--- config.mk ---
export PLATFORM = sky130hd
export DESIGN_NAME = pidpc_ctrl
export DESIGN_NICKNAME = d
export VERILOG_FILES = /design/src/pidpc_pkg.sv /design/src/pidpc_ctrl.sv
export SDC_FILE = /design/constraint.sdc
export NUM_CORES = 1
export LEC_CHECK = 0
export BUFFER_PORTS_ARGS = -buffer_cell sky130_fd_sc_hd__buf_4
export CAP_MARGIN = 15
export CORE_AREA = 4 4 41 43
export CTS_BUF_LIST = sky130_fd_sc_hd__clkbuf_4
export CTS_CLUSTER_SIZE = 14
export DETAILED_ROUTE_END_ITERATION = 16
export DIE_AREA = 0 0 45 47
export PLACE_DENSITY = 0.43
export SLEW_MARGIN = 20
export SYNTH_ARGS = -nofsm -noshare
export SYNTH_HDL_FRONTEND = slang
export SYNTH_SLANG_ARGS = --single-unit
--- constraint.sdc ---
create_clock -name clk -period 1.4 [get_ports clk]
set_input_delay 0.28 -clock clk [delete_from_list [all_inputs] [get_ports clk]]
set_output_delay 0.28 -clock clk [all_outputs]
set_load 0.02 [all_outputs]
--- src/pidpc_pkg.sv ---
// ----------------------------------------------------------------------------
// pidpc_pkg
// Shared types, constants and helpers for the positional pid controller.
// ----------------------------------------------------------------------------
package pidpc_pkg;

  localparam int unsigned BANG_FRACTION_Q8 = 230;
  localparam int unsigned SOFT_FRACTION_Q8 = 26;
  localparam logic [31:0] TARGET_DEADBAND  = 32'd655;

  // register indexes on the configuration port
  localparam logic [2:0] REG_KP    = 3'd0;
  localparam logic [2:0] REG_KI    = 3'd1;
  localparam logic [2:0] REG_KD    = 3'd2;
  localparam logic [2:0] REG_DT    = 3'd3;
  localparam logic [2:0] REG_ILIM  = 3'd4;
  localparam logic [2:0] REG_DLIM  = 3'd5;
  localparam logic [2:0] REG_OLIM  = 3'd6;

  // datapath operations issued by the controller
  typedef enum logic [3:0] {
    OP_NONE,
    OP_LOAD,
    OP_ERR,
    OP_MUL_P,
    OP_MUL_I,
    OP_ACC_I,
    OP_MUL_K,
    OP_MUL_D,
    OP_DIV_START,
    OP_DIV_STEP,
    OP_SUM,
    OP_OUT
  } op_t;

  typedef struct packed {
    op_t op;
  } cmd_t;

  typedef struct packed {
    logic div_last;
    logic out_busy;
  } status_t;

  // saturate a wide signed value to 32 bits
  function automatic logic signed [31:0] sat32(input logic signed [65:0] x);
    logic signed [31:0] r;
    if (x > 66'sd2147483647) begin
      r = 32'sh7FFF_FFFF;
    end else if (x < -66'sd2147483648) begin
      r = -32'sh8000_0000;
    end else begin
      r = x[31:0];
    end
    return r;
  endfunction

endpackage

--- src/pidpc_ctrl.sv ---
// ----------------------------------------------------------------------------
// pidpc_ctrl
// Sequencer: walks one sample through the shared multiplier and divider.
// ----------------------------------------------------------------------------
module pidpc_ctrl (
  input  logic               clk,
  input  logic               rst,
  input  logic               in_valid,
  output logic               in_ready,
  input  pidpc_pkg::status_t status,
  output pidpc_pkg::cmd_t    cmd
);

  typedef enum logic [3:0] {
    ST_IDLE, ST_ERR, ST_MUL_P, ST_MUL_I, ST_ACC_I, ST_MUL_K, ST_MUL_D,
    ST_DIV_START, ST_DIV_STEP, ST_SUM, ST_OUT
  } state_t;

  state_t state;

  assign in_ready = (state == ST_IDLE);

  // state register
  always_ff @(posedge clk) begin
    if (rst) begin
      state <= ST_IDLE;
    end else begin
      case (state)
        ST_IDLE:      if (in_valid) state <= ST_ERR;
        ST_ERR:       state <= ST_MUL_P;
        ST_MUL_P:     state <= ST_MUL_I;
        ST_MUL_I:     state <= ST_ACC_I;
        ST_ACC_I:     state <= ST_MUL_K;
        ST_MUL_K:     state <= ST_MUL_D;
        ST_MUL_D:     state <= ST_DIV_START;
        ST_DIV_START: state <= ST_DIV_STEP;
        ST_DIV_STEP:  if (status.div_last) state <= ST_SUM;
        ST_SUM:       state <= ST_OUT;
        ST_OUT:       if (!status.out_busy) state <= ST_IDLE;
        default:      state <= ST_IDLE;
      endcase
    end
  end

  // operation decode
  always_comb begin
    cmd.op = pidpc_pkg::OP_NONE;
    case (state)
      ST_IDLE:      if (in_valid) cmd.op = pidpc_pkg::OP_LOAD;
      ST_ERR:       cmd.op = pidpc_pkg::OP_ERR;
      ST_MUL_P:     cmd.op = pidpc_pkg::OP_MUL_P;
      ST_MUL_I:     cmd.op = pidpc_pkg::OP_MUL_I;
      ST_ACC_I:     cmd.op = pidpc_pkg::OP_ACC_I;
      ST_MUL_K:     cmd.op = pidpc_pkg::OP_MUL_K;
      ST_MUL_D:     cmd.op = pidpc_pkg::OP_MUL_D;
      ST_DIV_START: cmd.op = pidpc_pkg::OP_DIV_START;
      ST_DIV_STEP:  cmd.op = pidpc_pkg::OP_DIV_STEP;
      ST_SUM:       cmd.op = pidpc_pkg::OP_SUM;
      ST_OUT:       if (!status.out_busy) cmd.op = pidpc_pkg::OP_OUT;
      default:      cmd.op = pidpc_pkg::OP_NONE;
    endcase
  end

endmodule

==> impl_summary.txt, run 1 <==
----------------------------------------------------
[Outcome]
  Result of the run ... finished, violations left
  Violated checks ... negative setup slack

[Clock network]
  Post-CTS clock slew at the launch and capture registers of the worst setup and hold paths ... 40 ps
  Clock insertion delay at the later pin of the skew report ... 230 ps
  Maximum level of the CTS H-tree ... 1
  CTS tree ... done
  Total clock sinks ... 4
  Post-CTS setup buffers ... 0
  Clock buffers created by TritonCTS ... 3
  Maximum clock path buffer count ... 2
  Clock tree root driver cell ... clkbuf_4

[Pwr]
  Relative contribution of sequential cells to total power ... 31.9%
  Peak ir drop on the vdd network ... 367 µV
  Final Power ... 0.422 mW
  Power Density ... 851 nW/µm²
  Net switching fraction of the power ... 30.4%
  Fraction of power consumed by the clock network ... 32.6%
  Logic pwr share ... 35.5%
  Net load switching power ... 0.128 mW
  Leakage power total ... 0.205 nW
  Cell-internal power ... 0.294 mW

[STA]
  Fin crit period ... 1470 ps
  Final setup TNS ... -141 ps
  Setup repair after global routing missed its margin ... true
  Actual slew at the worst max-slew pin ... 210 ps
  Final setup violation count ... 4
  Final worst setup slack ... -72.9 ps
  Period utilisation layout ... 105%
  Clk_skew ... 3.47 ps
  Final Max Tran Viols ... 0
  Peak clock frequency supported by timing ... 0.679 GHz
  Worst-case headroom to the max-slew limit ... 86.0%
  Hold violation count in the final report ... 0

[Cells and area]
  Largest registers ... state x4
  Final instance count without filler cells ... 69
  Finished Cell Area ... 495 µm²
  Area growth, synth to finish ... 64.3%
  Net count, final ... 61
  Number of flip-flops in the largest register ... 4
  Number of antenna cells inserted ... 0
  Largest reg by FF count ... state
  Share of final-layout standard cells stronger than drive strength 1 ... 61.1%
  # fillers ... 140

[Yosys]
  Leading cell type by number of instances after synthesis ... nand2_1
  Post-Syn Nets ... 43
  Post-synthesis cell count ... 38
  Warnings, synthesis ... 0
  Post-synthesis instance area ... 302 µm²
  Number of different library cells in the post-synthesis netlist ... 20
  Most common library cells after synthesis ... 5 x nand2_1, 4 x a21oi_1, 4 x dfxtp_1, 4 x nor2_1, 3 x buf_4
  Mean instance size in the synthesized netlist ... 7.94 µm²
  Flop and latch count out of synthesis ... 4
  Count of flip-flops with a built-in enable after synthesis ... 0
  Cell types occupying the most area after synthesis ... dfxtp_1 27%, buf_4 7.5%, a21oi_1 6.6%
  Area fraction of the dominant cell type after synthesis ... 26.6%
  Share of synthesized flip-flops with an asynchronous set or reset ... 0%
  Largest area contributor in the netlist ... dfxtp_1
  Main flop type after synthesis ... dfxtp_1
  Post-synthesis sequential area ratio ... 26.6%

[Detailed routing]
  Detailed Routing Iterations Pass 1 ... 4
  Vias per inst ... 4.68
  Total DRC errors in the routed layout ... 0
  Via Count ... 323
  1st-iter DRT viols ... 6
  Routed Wire Length ... 775 µm
  Routed wirelength normalized by instance count ... 11.2 µm
  Post-detailed-route count of antenna-violating nets ... 0

[Floorplanning]
  Core area ... 1300 µm²
  Die span in x ... 45 µm
  Count of standard-cell rows ... 13
  Floorplan die area ... 2120 µm²
  Boundary pin count ... 10
  Initial cell density of the core ... 23.2%
  Height of the die ... 47 µm

[Worst setup path]
  Highest fanout seen on the critical path ... 7
  Worst setup SP type ... flop
  Source of the critical timing path ... state[1]
  Class of the most critical setup path ... reg -> out
  Data arrival time of the critical path ... 1190 ps
  Crit Reg-Reg Startpoint ... state[3]
  Endpoint type of the worst setup path ... output port
  Endpoint required time on the critical path ... 1120 ps

[GRT]
  Initial antenna violation count ... 0
  Remaining Overflow, GRT ... 0
  GRT Util Overall ... 8.52%
  Pin count of the biggest net entering global routing ... 10
  Global-route wire length before repair ... 1280 µm
  Via count of the first global-routing pass ... 289

[Placement]
  Placed instance area ... 420 µm²
  Worst-case setup slack after placement ... 49.5 ps
  Post-DP HPWL ... 584 µm
  Routability cong. ... 0.711
  Placed cell count ... 66
  Count of input and output buffers ... 9

[Hold path]
  Hold Crit Class ... in -> reg
  Origin of the worst min-delay path ... rst

[Job]
  Max_cap viols ... 0

----------------------------------------------------
-- routing by layer --
metal  share of wire [%]  GRT usage, %  vias up  routed length, µm
li1                    -             -      168                  -
met4                   0          5.26        0                  0
met5                   0             0        -                  0
met3                 4.9          2.68        0                 38
met2                  44          11.3        6                338
met1                  51          11.8      149                398
-- repair_timing --
item                                    CTS  global route
hold buffers                              0             0
gates resized for setup                   8             6
endpoints found under the setup margin    5             5
pin swaps                                 3             0
-- power groups by stage --
| stage | Clock (mW) | Combinational [mW] | Sequential, mW |
|---|---|---|---|
| 6_report | 0.138 | 0.150 | 0.135 |
| 5_1_grt | 0.155 | 0.162 | 0.137 |
| 4_1_cts | 0.146 | 0.141 | 0.134 |
| 3_5_place_dp | 0 | 0.134 | 0.134 |
| 3_3_place_gp | 0 | 0.136 | 0.134 |
| 2_1_floorplan | 0 | 0.0833 | 0.127 |
-- logic make-up (layout without fill, tap and decap cells) --
kind of cell | after synthesis | count (layout) | share of synthesized area [%]
AO/OA/AOI/OAI | 10 | 10 | 25.3
XOR/XNOR | 1 | 1 | 2.91
buffers and inverters | 5 | 21 | 12.4
flip-flops | 4 | 4 | 26.6
AND/OR/NAND/NOR | 18 | 18 | 32.8
-- worst max-delay path, cell delays in order (launching register included) --
cell	delay, ps
dfxtp_4	380
nor3_4	60
or2_1	230
a21oi_1	130
buf_4	150
-- through the flow --
stage	util [%]	hold WS, ps
2_1_floorplan	-	345
3_3_place_gp	32.3	493
3_5_place_dp	32.3	495
4_1_cts	36.0	239
5_1_grt	38.1	234
6_report	38.1	249
-- placed cells by master, fill, tap and decap left out --
cell type	instances
buf_6	2
dfxtp_4	2
a221o_1	1
a21oi_2	1
nor4_4	1
inv_1	1
clkbuf_4	3
nor2b_1	1
buf_4	15
or2_1	1
nor3_2	1
a211oi_2	1
nor2b_2	1
xor2_2	1
nor3_4	1
nor2_1	4
a21oi_1	3
o21ai_1	2
nand4b_1	1
nand3_1	1
nand2b_1	1
dfxtp_2	2
nand2_1	5
a221oi_2	2
-- layout make-up --
type,instances,area (µm²),area share (%)
Clock buffer,3,22.5,4.55
Tap cell,15,18.8,3.79
Sequential cell,4,90.1,18.2
Timing Repair Buffer,17,135,27.3
Inverter,1,3.75,0.758
Multi-Input combinational cell,29,225,45.5
-- path summary, 6_finish.rpt --
check | cells past startpoint | slack [ps] | end
max | 4 | -70 | cmd[0]
min | 2 | 250 | state[0]
max reg2reg | 3 | 350 | state[3]
min reg2reg | 2 | 590 | state[0]
Note: power is estimated with default switching activity, not from simulation.
==> inputs of run 2 (changes only) <==
clock period = 1.7 ns   (was 1.4 ns; I/O delays follow)
==> impl_summary.txt, run 2 (synthesis gave the netlist of run 1 again) <==
----------------------------------------------------
[Cells and area]
  Leading cell type in the layout, fill and taps excluded ... buf_4 (unchanged)
  Number of antenna cells inserted ... 0 (unchanged)
  Number of flip-flops in the largest register ... 4 (unchanged)
  Final instance count without filler cells ... 64 (was 69)
  Share of final-layout standard cells stronger than drive strength 1 ... 44.9% (was 61.1%)
  Largest reg by FF count ... state (unchanged)
  Net count, final ... 56 (was 61)
  # fillers ... 165 (was 140)
  Largest registers ... state x4 (unchanged)
  Area growth, synth to finish ... 33.6% (was 64.3%)
  Most frequent cells in the layout ... 12 x buf_4, 5 x nand2_1, 4 x nor2_1, 4 x a21oi_1 (was 15 x buf_4, 5 x nand2_1, 4 x nor2_1)

[STA]
  Final worst setup slack ... 98.2 ps (was -72.9 ps)
  Hold violation count in the final report ... 0 (unchanged)
  Final Max Tran Viols ... 0 (unchanged)
  Worst slack on hold paths ... 287 ps (was 249 ps)
  Actual slew at the worst max-slew pin ... 232 ps (was 210 ps)
  Final setup TNS ... 0 ps (was -141 ps)
  Fin crit period ... 1600 ps
  Peak clock frequency supported by timing ... 0.624 GHz
  Period utilisation layout ... 94.2%
  Worst-case headroom to the max-slew limit ... 84.4% (was 86.0%)
  Clk_skew ... 1.90 ps (was 3.47 ps)
  Final setup violation count ... 0 (was 4)
  Setup repair after global routing missed its margin ... false (was true)

[Detailed routing]
  Vias per inst ... 4.77 (was 4.68)
  Via Count ... 305 (was 323)
  Post-detailed-route count of antenna-violating nets ... 0 (unchanged)
  Detailed Routing Iterations Pass 1 ... 4 (unchanged)
  Routed wirelength normalized by instance count ... 11.3 µm (was 11.2 µm)
  Total DRC errors in the routed layout ... 0 (unchanged)
  Routed Wire Length ... 723 µm (was 775 µm)
  1st-iter DRT viols ... 5 (was 6)

[Clock network]
  Post-CTS clock slew at the launch and capture registers of the worst setup and hold paths ... 40 ps (about the same)
  Maximum level of the CTS H-tree ... 1 (unchanged)
  Clock buffers created by TritonCTS ... 3 (unchanged)
  Post-CTS setup buffers ... 0 (unchanged)
  Total clock sinks ... 4 (unchanged)
  CTS tree ... done (unchanged)
  Maximum clock path buffer count ... 2 (unchanged)
  Post-CTS Hold Buffers ... 0 (unchanged)
  Clock tree root driver cell ... clkbuf_4 (unchanged)
  Clock insertion delay at the later pin of the skew report ... 240 ps (was 230 ps)

[GRT]
  Global-route wire length before repair ... 1200 µm (was 1280 µm)
  Remaining Overflow, GRT ... 0 (unchanged)
  Pin count of the biggest net entering global routing ... 14 (was 10)
  GRT Util Overall ... 8.62% (was 8.52%)
  Initial antenna violation count ... 0 (unchanged)
  Via count of the first global-routing pass ... 284 (was 289)

[Worst setup path]
  Data arrival time of the critical path ... 1260 ps (was 1190 ps)
  Number of cell instances on the worst register-to-register path ... 3 (unchanged)
  Source of the critical timing path ... state[1] (unchanged)
  Worst setup path endpoint ... cmd[1] (was cmd[0])
  Endpoint required time on the critical path ... 1360 ps (was 1120 ps)
  Worst setup SP type ... flop (unchanged)
  Worst setup slack for register-to-register paths ... 640 ps (was 350 ps)
  Crit Reg-Reg Startpoint ... state[3] (unchanged)
  Endpoint type of the worst setup path ... output port (unchanged)
  Class of the most critical setup path ... reg -> out (unchanged)
  Endpoint of the worst-slack reg-to-reg timing path ... state[3] (unchanged)
  Highest fanout seen on the critical path ... 7 (unchanged)

[Outcome]
  Result of the run ... finished clean (was finished, violations left)

[Floorplanning]
  Core area ... 1300 µm² (unchanged)
  Height of the die ... 47 µm (unchanged)
  Count of standard-cell rows ... 13 (unchanged)
  Floorplan die area ... 2120 µm² (unchanged)
  Die span in x ... 45 µm (unchanged)
  Boundary pin count ... 10 (unchanged)
  Initial cell density of the core ... 23.2% (unchanged)

[Hold path]
  Hold Crit Class ... in -> reg (unchanged)

[Placement]
  Worst-case setup slack after placement ... 253 ps (was 49.5 ps)
  Placed cell count ... 61 (was 66)
  Routability cong. ... 0.687 (was 0.711)
  Post-DP HPWL ... 505 µm (was 584 µm)
  Count of input and output buffers ... 9 (unchanged)

[Pwr]
  Peak ir drop on the vdd network ... 457 µV (was 367 µV)
  Leakage power total ... 0.166 nW (was 0.205 nW)
  Power Density ... 824 nW/µm² (was 851 nW/µm²)

[Job]
  Max_cap viols ... 0 (unchanged)

----------------------------------------------------
-- run 2: worst min-delay path by stage --
| stage | cells after the start | to | startpoint |
|---|---|---|---|
| after floorplan | 1 | state[0] | rst |
| after global routing | 2 | state[0] | rst |
| final | 2 | state[0] | rst |
| after detailed placement | 2 | state[0] | rst |
| after global placement | 2 | state[0] | rst |
| after CTS | 2 | state[0] | rst |
-- run 2: area by class of cell --
class                   count  area (µm²)  area share [%]
clock buffers               3        22.5            5.59
inverters                   1        3.75           0.932
multi-input cells          29         184            45.7
flip-flops and latches      4        83.8            20.8
well taps                  15        18.8            4.66
repair buffers             12        90.1            22.4
-- run 2: per-layer routing --
metal / track usage [%] / share of wire [%]
met5: 0 / 0
met1: 10.9 / 47
met4: 5.26 / 0.83
met2: 9.04 / 40
met3: 7.66 / 11
-- run 2: per-stage QoR --
step | area (µm²) | power, mW | util [%]
after global placement | 377 | 0.210 | 28.9
final | 403 | 0.332 | 31.0
after detailed placement | 377 | 0.208 | 28.9
after floorplan | 302 | 0.171 | -
after global routing | 403 | 0.359 | 31.0
after CTS | 400 | 0.337 | 30.8
-- run 2: power breakdown --
| part | internal [mW] | leakage, nW | total, mW | switching (mW) |
|---|---|---|---|---|
| Combinational | 0.0461 | 0.118 | 0.0950 | 0.0488 |
| Sequential | 0.101 | 0.0339 | 0.113 | 0.0115 |
| Clock | 0.0794 | 0.0138 | 0.124 | 0.0449 |
| Total | 0.227 | 0.166 | 0.332 | 0.105 |
-- run 2: what timing repair did --
| item | 4_1_cts | 5_1_grt |
|---|---|---|
| gates resized for setup | 1 | 2 |
| cloned | 0 | 0 |
| pin swaps | 0 | 0 |
| endpoints found under the setup margin | 1 | 4 |
-- run 2: worst max-delay path, cell delays in order (launching register included) --
cell      delay, ps
dfxtp_2         390
buf_4           160
a21oi_1          60
a221oi_1        210
buf_4           190
==> inputs of run 3 (changes only) <==
--- a/config.mk
+++ b/config.mk
@@ -7,2 +7,3 @@
 export LEC_CHECK = 0
+export ABC_AREA = 1
 export BUFFER_PORTS_ARGS = -buffer_cell sky130_fd_sc_hd__buf_4
@@ -14,3 +15,3 @@
 export DIE_AREA = 0 0 45 47
-export PLACE_DENSITY = 0.43
+export PLACE_DENSITY = 0.4
 export SLEW_MARGIN = 20
--- a/constraint.sdc
+++ b/constraint.sdc
@@ -3,2 +3,2 @@
 set_output_delay 0.34 -clock clk [all_outputs]
-set_load 0.02 [all_outputs]
+set_load 0.1 [all_outputs]
==> impl_summary.txt, run 3 <==
----------------------------------------------------
[Outcome]
  Result of the run ... finished clean (unchanged)

[Clock network]
  Clock buffers created by TritonCTS ... 3 (unchanged)
  CTS tree ... done (unchanged)
  Post-CTS Hold Buffers ... 0 (unchanged)
  Clock insertion delay at the later pin of the skew report ... 230 ps (was 240 ps)
  Total clock sinks ... 4 (unchanged)
  Clock tree root driver cell ... clkbuf_4 (unchanged)
  Post-CTS clock slew at the launch and capture registers of the worst setup and hold paths ... 40 ps (about the same)
  Maximum level of the CTS H-tree ... 1 (unchanged)
  Maximum clock path buffer count ... 2 (unchanged)

[Yosys]
  Mean instance size in the synthesized netlist ... 6.44 µm² (was 7.94 µm²)
  Warnings, synthesis ... 0 (unchanged)
  Number of different library cells in the post-synthesis netlist ... 13 (was 20)
  Mux share of post-synthesis cell area ... 0% (unchanged)
  Post-synthesis instance area ... 264 µm² (was 302 µm²)
  Largest area contributor in the netlist ... dfxtp_1 (unchanged)
  Share of synthesized flip-flops with an asynchronous set or reset ... 0% (unchanged)
  Largest family of logic cells by synthesized area ... simple AND/OR/NAND/NOR gates (unchanged)
  Simple logic cell fraction of the synthesized area ... 43.1% (was 32.8%)
  Post-Synth Adder-Cell Area ... 0% (unchanged)
  Flop and latch count out of synthesis ... 4 (unchanged)
  Area fraction of the dominant cell type after synthesis ... 30.3% (was 26.6%)
  Post-Syn Nets ... 46 (was 43)
  Post-synthesis sequential area ratio ... 30.3% (was 26.6%)
  Post-synthesis cell count ... 41 (was 38)
  Most common library cells after synthesis ... 8 x nand2_1, 8 x nor2_1, 6 x inv_1 (was 5 x nand2_1, 4 x a21oi_1, 4 x dfxtp_1, 4 x nor2_1, 3 x buf_4)
  Count of flip-flops with a built-in enable after synthesis ... 0 (unchanged)
  Main flop type after synthesis ... dfxtp_1 (unchanged)
  Cell types occupying the most area after synthesis ... dfxtp_1 30%, nand2_1 11%, nor2_1 11% (was dfxtp_1 27%, buf_4 7.5%, a21oi_1 6.6%)
  Compound-Gate Fraction of Synth Area ... 18.0% (was 25.3%)
  Post-synthesis xor/xnor area fraction ... 0% (was 2.90%)

[GRT]
  Via count of the first global-routing pass ... 309 (was 284)
  Remaining Overflow, GRT ... 0 (unchanged)
  Initial antenna violation count ... 0 (unchanged)
  Global-route wire length before repair ... 1220 µm (was 1200 µm)
  Pin count of the biggest net entering global routing ... 7 (was 14)
  GRT Util Overall ... 8.06% (was 8.62%)

[Pwr]
  Relative contribution of sequential cells to total power ... 21.7% (was 34.0%)
  Leakage power total ... 0.221 nW (was 0.166 nW)
  Net load switching power ... 0.279 mW (was 0.105 mW)
  Power Density ... 1140 nW/µm² (was 824 nW/µm²)
  Net switching fraction of the power ... 48.5% (was 31.7%)
  Cell-internal power ... 0.297 mW (was 0.227 mW)
  Peak ir drop on the vdd network ... 392 µV (was 457 µV)
  Fraction of power consumed by the clock network ... 20.2% (was 37.4%)
  Logic pwr share ... 58.1% (was 28.6%)

[Floorplanning]
  Floorplan die area ... 2120 µm² (unchanged)
  Core area ... 1300 µm² (unchanged)
  Die span in x ... 45 µm (unchanged)
  Initial cell density of the core ... 20.3% (was 23.2%)
  Boundary pin count ... 10 (unchanged)
  Count of standard-cell rows ... 13 (unchanged)
  Height of the die ... 47 µm (unchanged)

[Cells and area]
  Number of antenna cells inserted ... 0 (unchanged)
  Area growth, synth to finish ... 91.5% (was 33.6%)
  Number of flip-flops in the largest register ... 4 (unchanged)
  # fillers ... 154 (was 165)
  Net count, final ... 63 (was 56)
  Most frequent cells in the layout ... 8 x buf_4, 6 x nand2_2, 4 x nor2_1, 4 x nand2_1 (was 12 x buf_4, 5 x nand2_1, 4 x nor2_1, 4 x a21oi_1)
  Leading cell type in the layout, fill and taps excluded ... buf_4 (unchanged)
  Largest reg by FF count ... state (unchanged)
  Largest registers ... state x4 (unchanged)
  Share of final-layout standard cells stronger than drive strength 1 ... 64.3% (was 44.9%)

[STA]
  Final setup TNS ... 0 ps (unchanged)
  Period utilisation layout ... 96.5% (was 94.2%)
  Worst-case headroom to the max-slew limit ... 81.6% (was 84.4%)
  Final Max Tran Viols ... 0 (unchanged)
  Peak clock frequency supported by timing ... 0.610 GHz (was 0.624 GHz)
  Fin crit period ... 1640 ps (was 1600 ps)
  Hold violation count in the final report ... 0 (unchanged)
  Clk_skew ... 0.480 ps (was 1.90 ps)
  Final worst setup slack ... 60.0 ps (was 98.2 ps)
  Setup repair after global routing missed its margin ... true (was false)
  Actual slew at the worst max-slew pin ... 278 ps (was 232 ps)
  Final setup violation count ... 0 (unchanged)

[Worst setup path]
  Endpoint type of the worst setup path ... output port (unchanged)
  Worst setup slack for register-to-register paths ... 680 ps (was 640 ps)
  Endpoint required time on the critical path ... 1360 ps (about the same)
  Data arrival time of the critical path ... 1300 ps (was 1260 ps)
  Number of cell instances on the worst register-to-register path ... 6 (was 3)
  Class of the most critical setup path ... reg -> out (unchanged)
  Highest fanout seen on the critical path ... 6 (was 7)
  Worst setup SP type ... flop (unchanged)

[Placement]
  Routability cong. ... 0.710 (was 0.687)
  Post-DP HPWL ... 552 µm (was 505 µm)
  Count of input and output buffers ... 9 (unchanged)
  Worst-case setup slack after placement ... 125 ps (was 253 ps)

[Detailed routing]
  Total DRC errors in the routed layout ... 0 (unchanged)
  Detailed Routing Iterations Pass 1 ... 3 (was 4)
  Routed Wire Length ... 745 µm (was 723 µm)
  1st-iter DRT viols ... 2 (was 5)
  Routed wirelength normalized by instance count ... 10.5 µm (was 11.3 µm)
  Via Count ... 312 (was 305)
  Vias per inst ... 4.39 (was 4.77)
  Post-detailed-route count of antenna-violating nets ... 0 (unchanged)

[Hold path]
  Hold Path Stages ... 2 (unchanged)
  Hold Crit Class ... in -> reg (unchanged)

[Job]
  Max_cap viols ... 0 (unchanged)

----------------------------------------------------
[run 3: metrics by stage]
| step | cell area (µm²) | hold WS, ps | total power, mW | cells | util [%] |
|---|---|---|---|---|---|
| finish | 505 | 287 | 0.576 | 71 | 38.8 |
| detailed placement | 400 | 530 | 0.401 | 66 | 30.8 |
| global route | 505 | 281 | 0.611 | 71 | 38.8 |
| CTS | 470 | 290 | 0.562 | 69 | 36.2 |
| global placement | 400 | 531 | 0.400 | 66 | 30.8 |
| floorplan | 307 | 402 | 0.346 | 41 | - |
[run 3: layout make-up]
class / instances / area, µm² / area share [%]
Sequential cell: 4 / 90.1 / 17.8
Clock buffer: 3 / 22.5 / 4.46
Multi-Input combinational cell: 31 / 220 / 43.6
Tap cell: 15 / 18.8 / 3.71
Inverter: 6 / 22.5 / 4.46
Timing Repair Buffer: 12 / 131 / 26.0
[run 3: cells by family after synthesis]
logic type	after synthesis
AO/OA/AOI/OAI	6
buffers and inverters	6
flip-flops	4
AND/OR/NAND/NOR	25
[run 3: final timing paths]
path         startpoint        to
max            state[1]    cmd[2]
min                 rst  state[3]
max reg2reg    state[1]  state[0]
min reg2reg    state[3]  state[3]
[run 3: power by group through the flow]
stage          sequential (mW)  combinational [mW]  clock [mW]
6_report                 0.125               0.335       0.116
2_1_floorplan            0.118               0.229           0
4_1_cts                  0.121               0.322       0.119
3_5_place_dp             0.121               0.280           0
5_1_grt                  0.129               0.352       0.131
3_3_place_gp             0.122               0.279           0
[run 3: metal layers]
layer	wire [µm]	up-vias	share of wire, %	GRT usage [%]
met3	47	0	6.3	2.68
met5	0	-	0	0
li1	-	164	-	-
met4	0	0	0	5.26
met1	324	141	43	10.3
met2	373	7	50	11.6
[run 3: timing repair]
item / CTS / global route
resized for setup: 13 / 9
hold endpoints to repair: 0 / 0
setup buffers: 0 / 2
pin swaps: 1 / 5
endpoints found under the setup margin: 4 / 4
[run 3: critical path, cell delays in order (launching register included)]
cell	delay [ps]
dfxtp_4	360
nand2_2	150
o21ai_4	70
buf_4	140
a21oi_4	100
buf_6	230
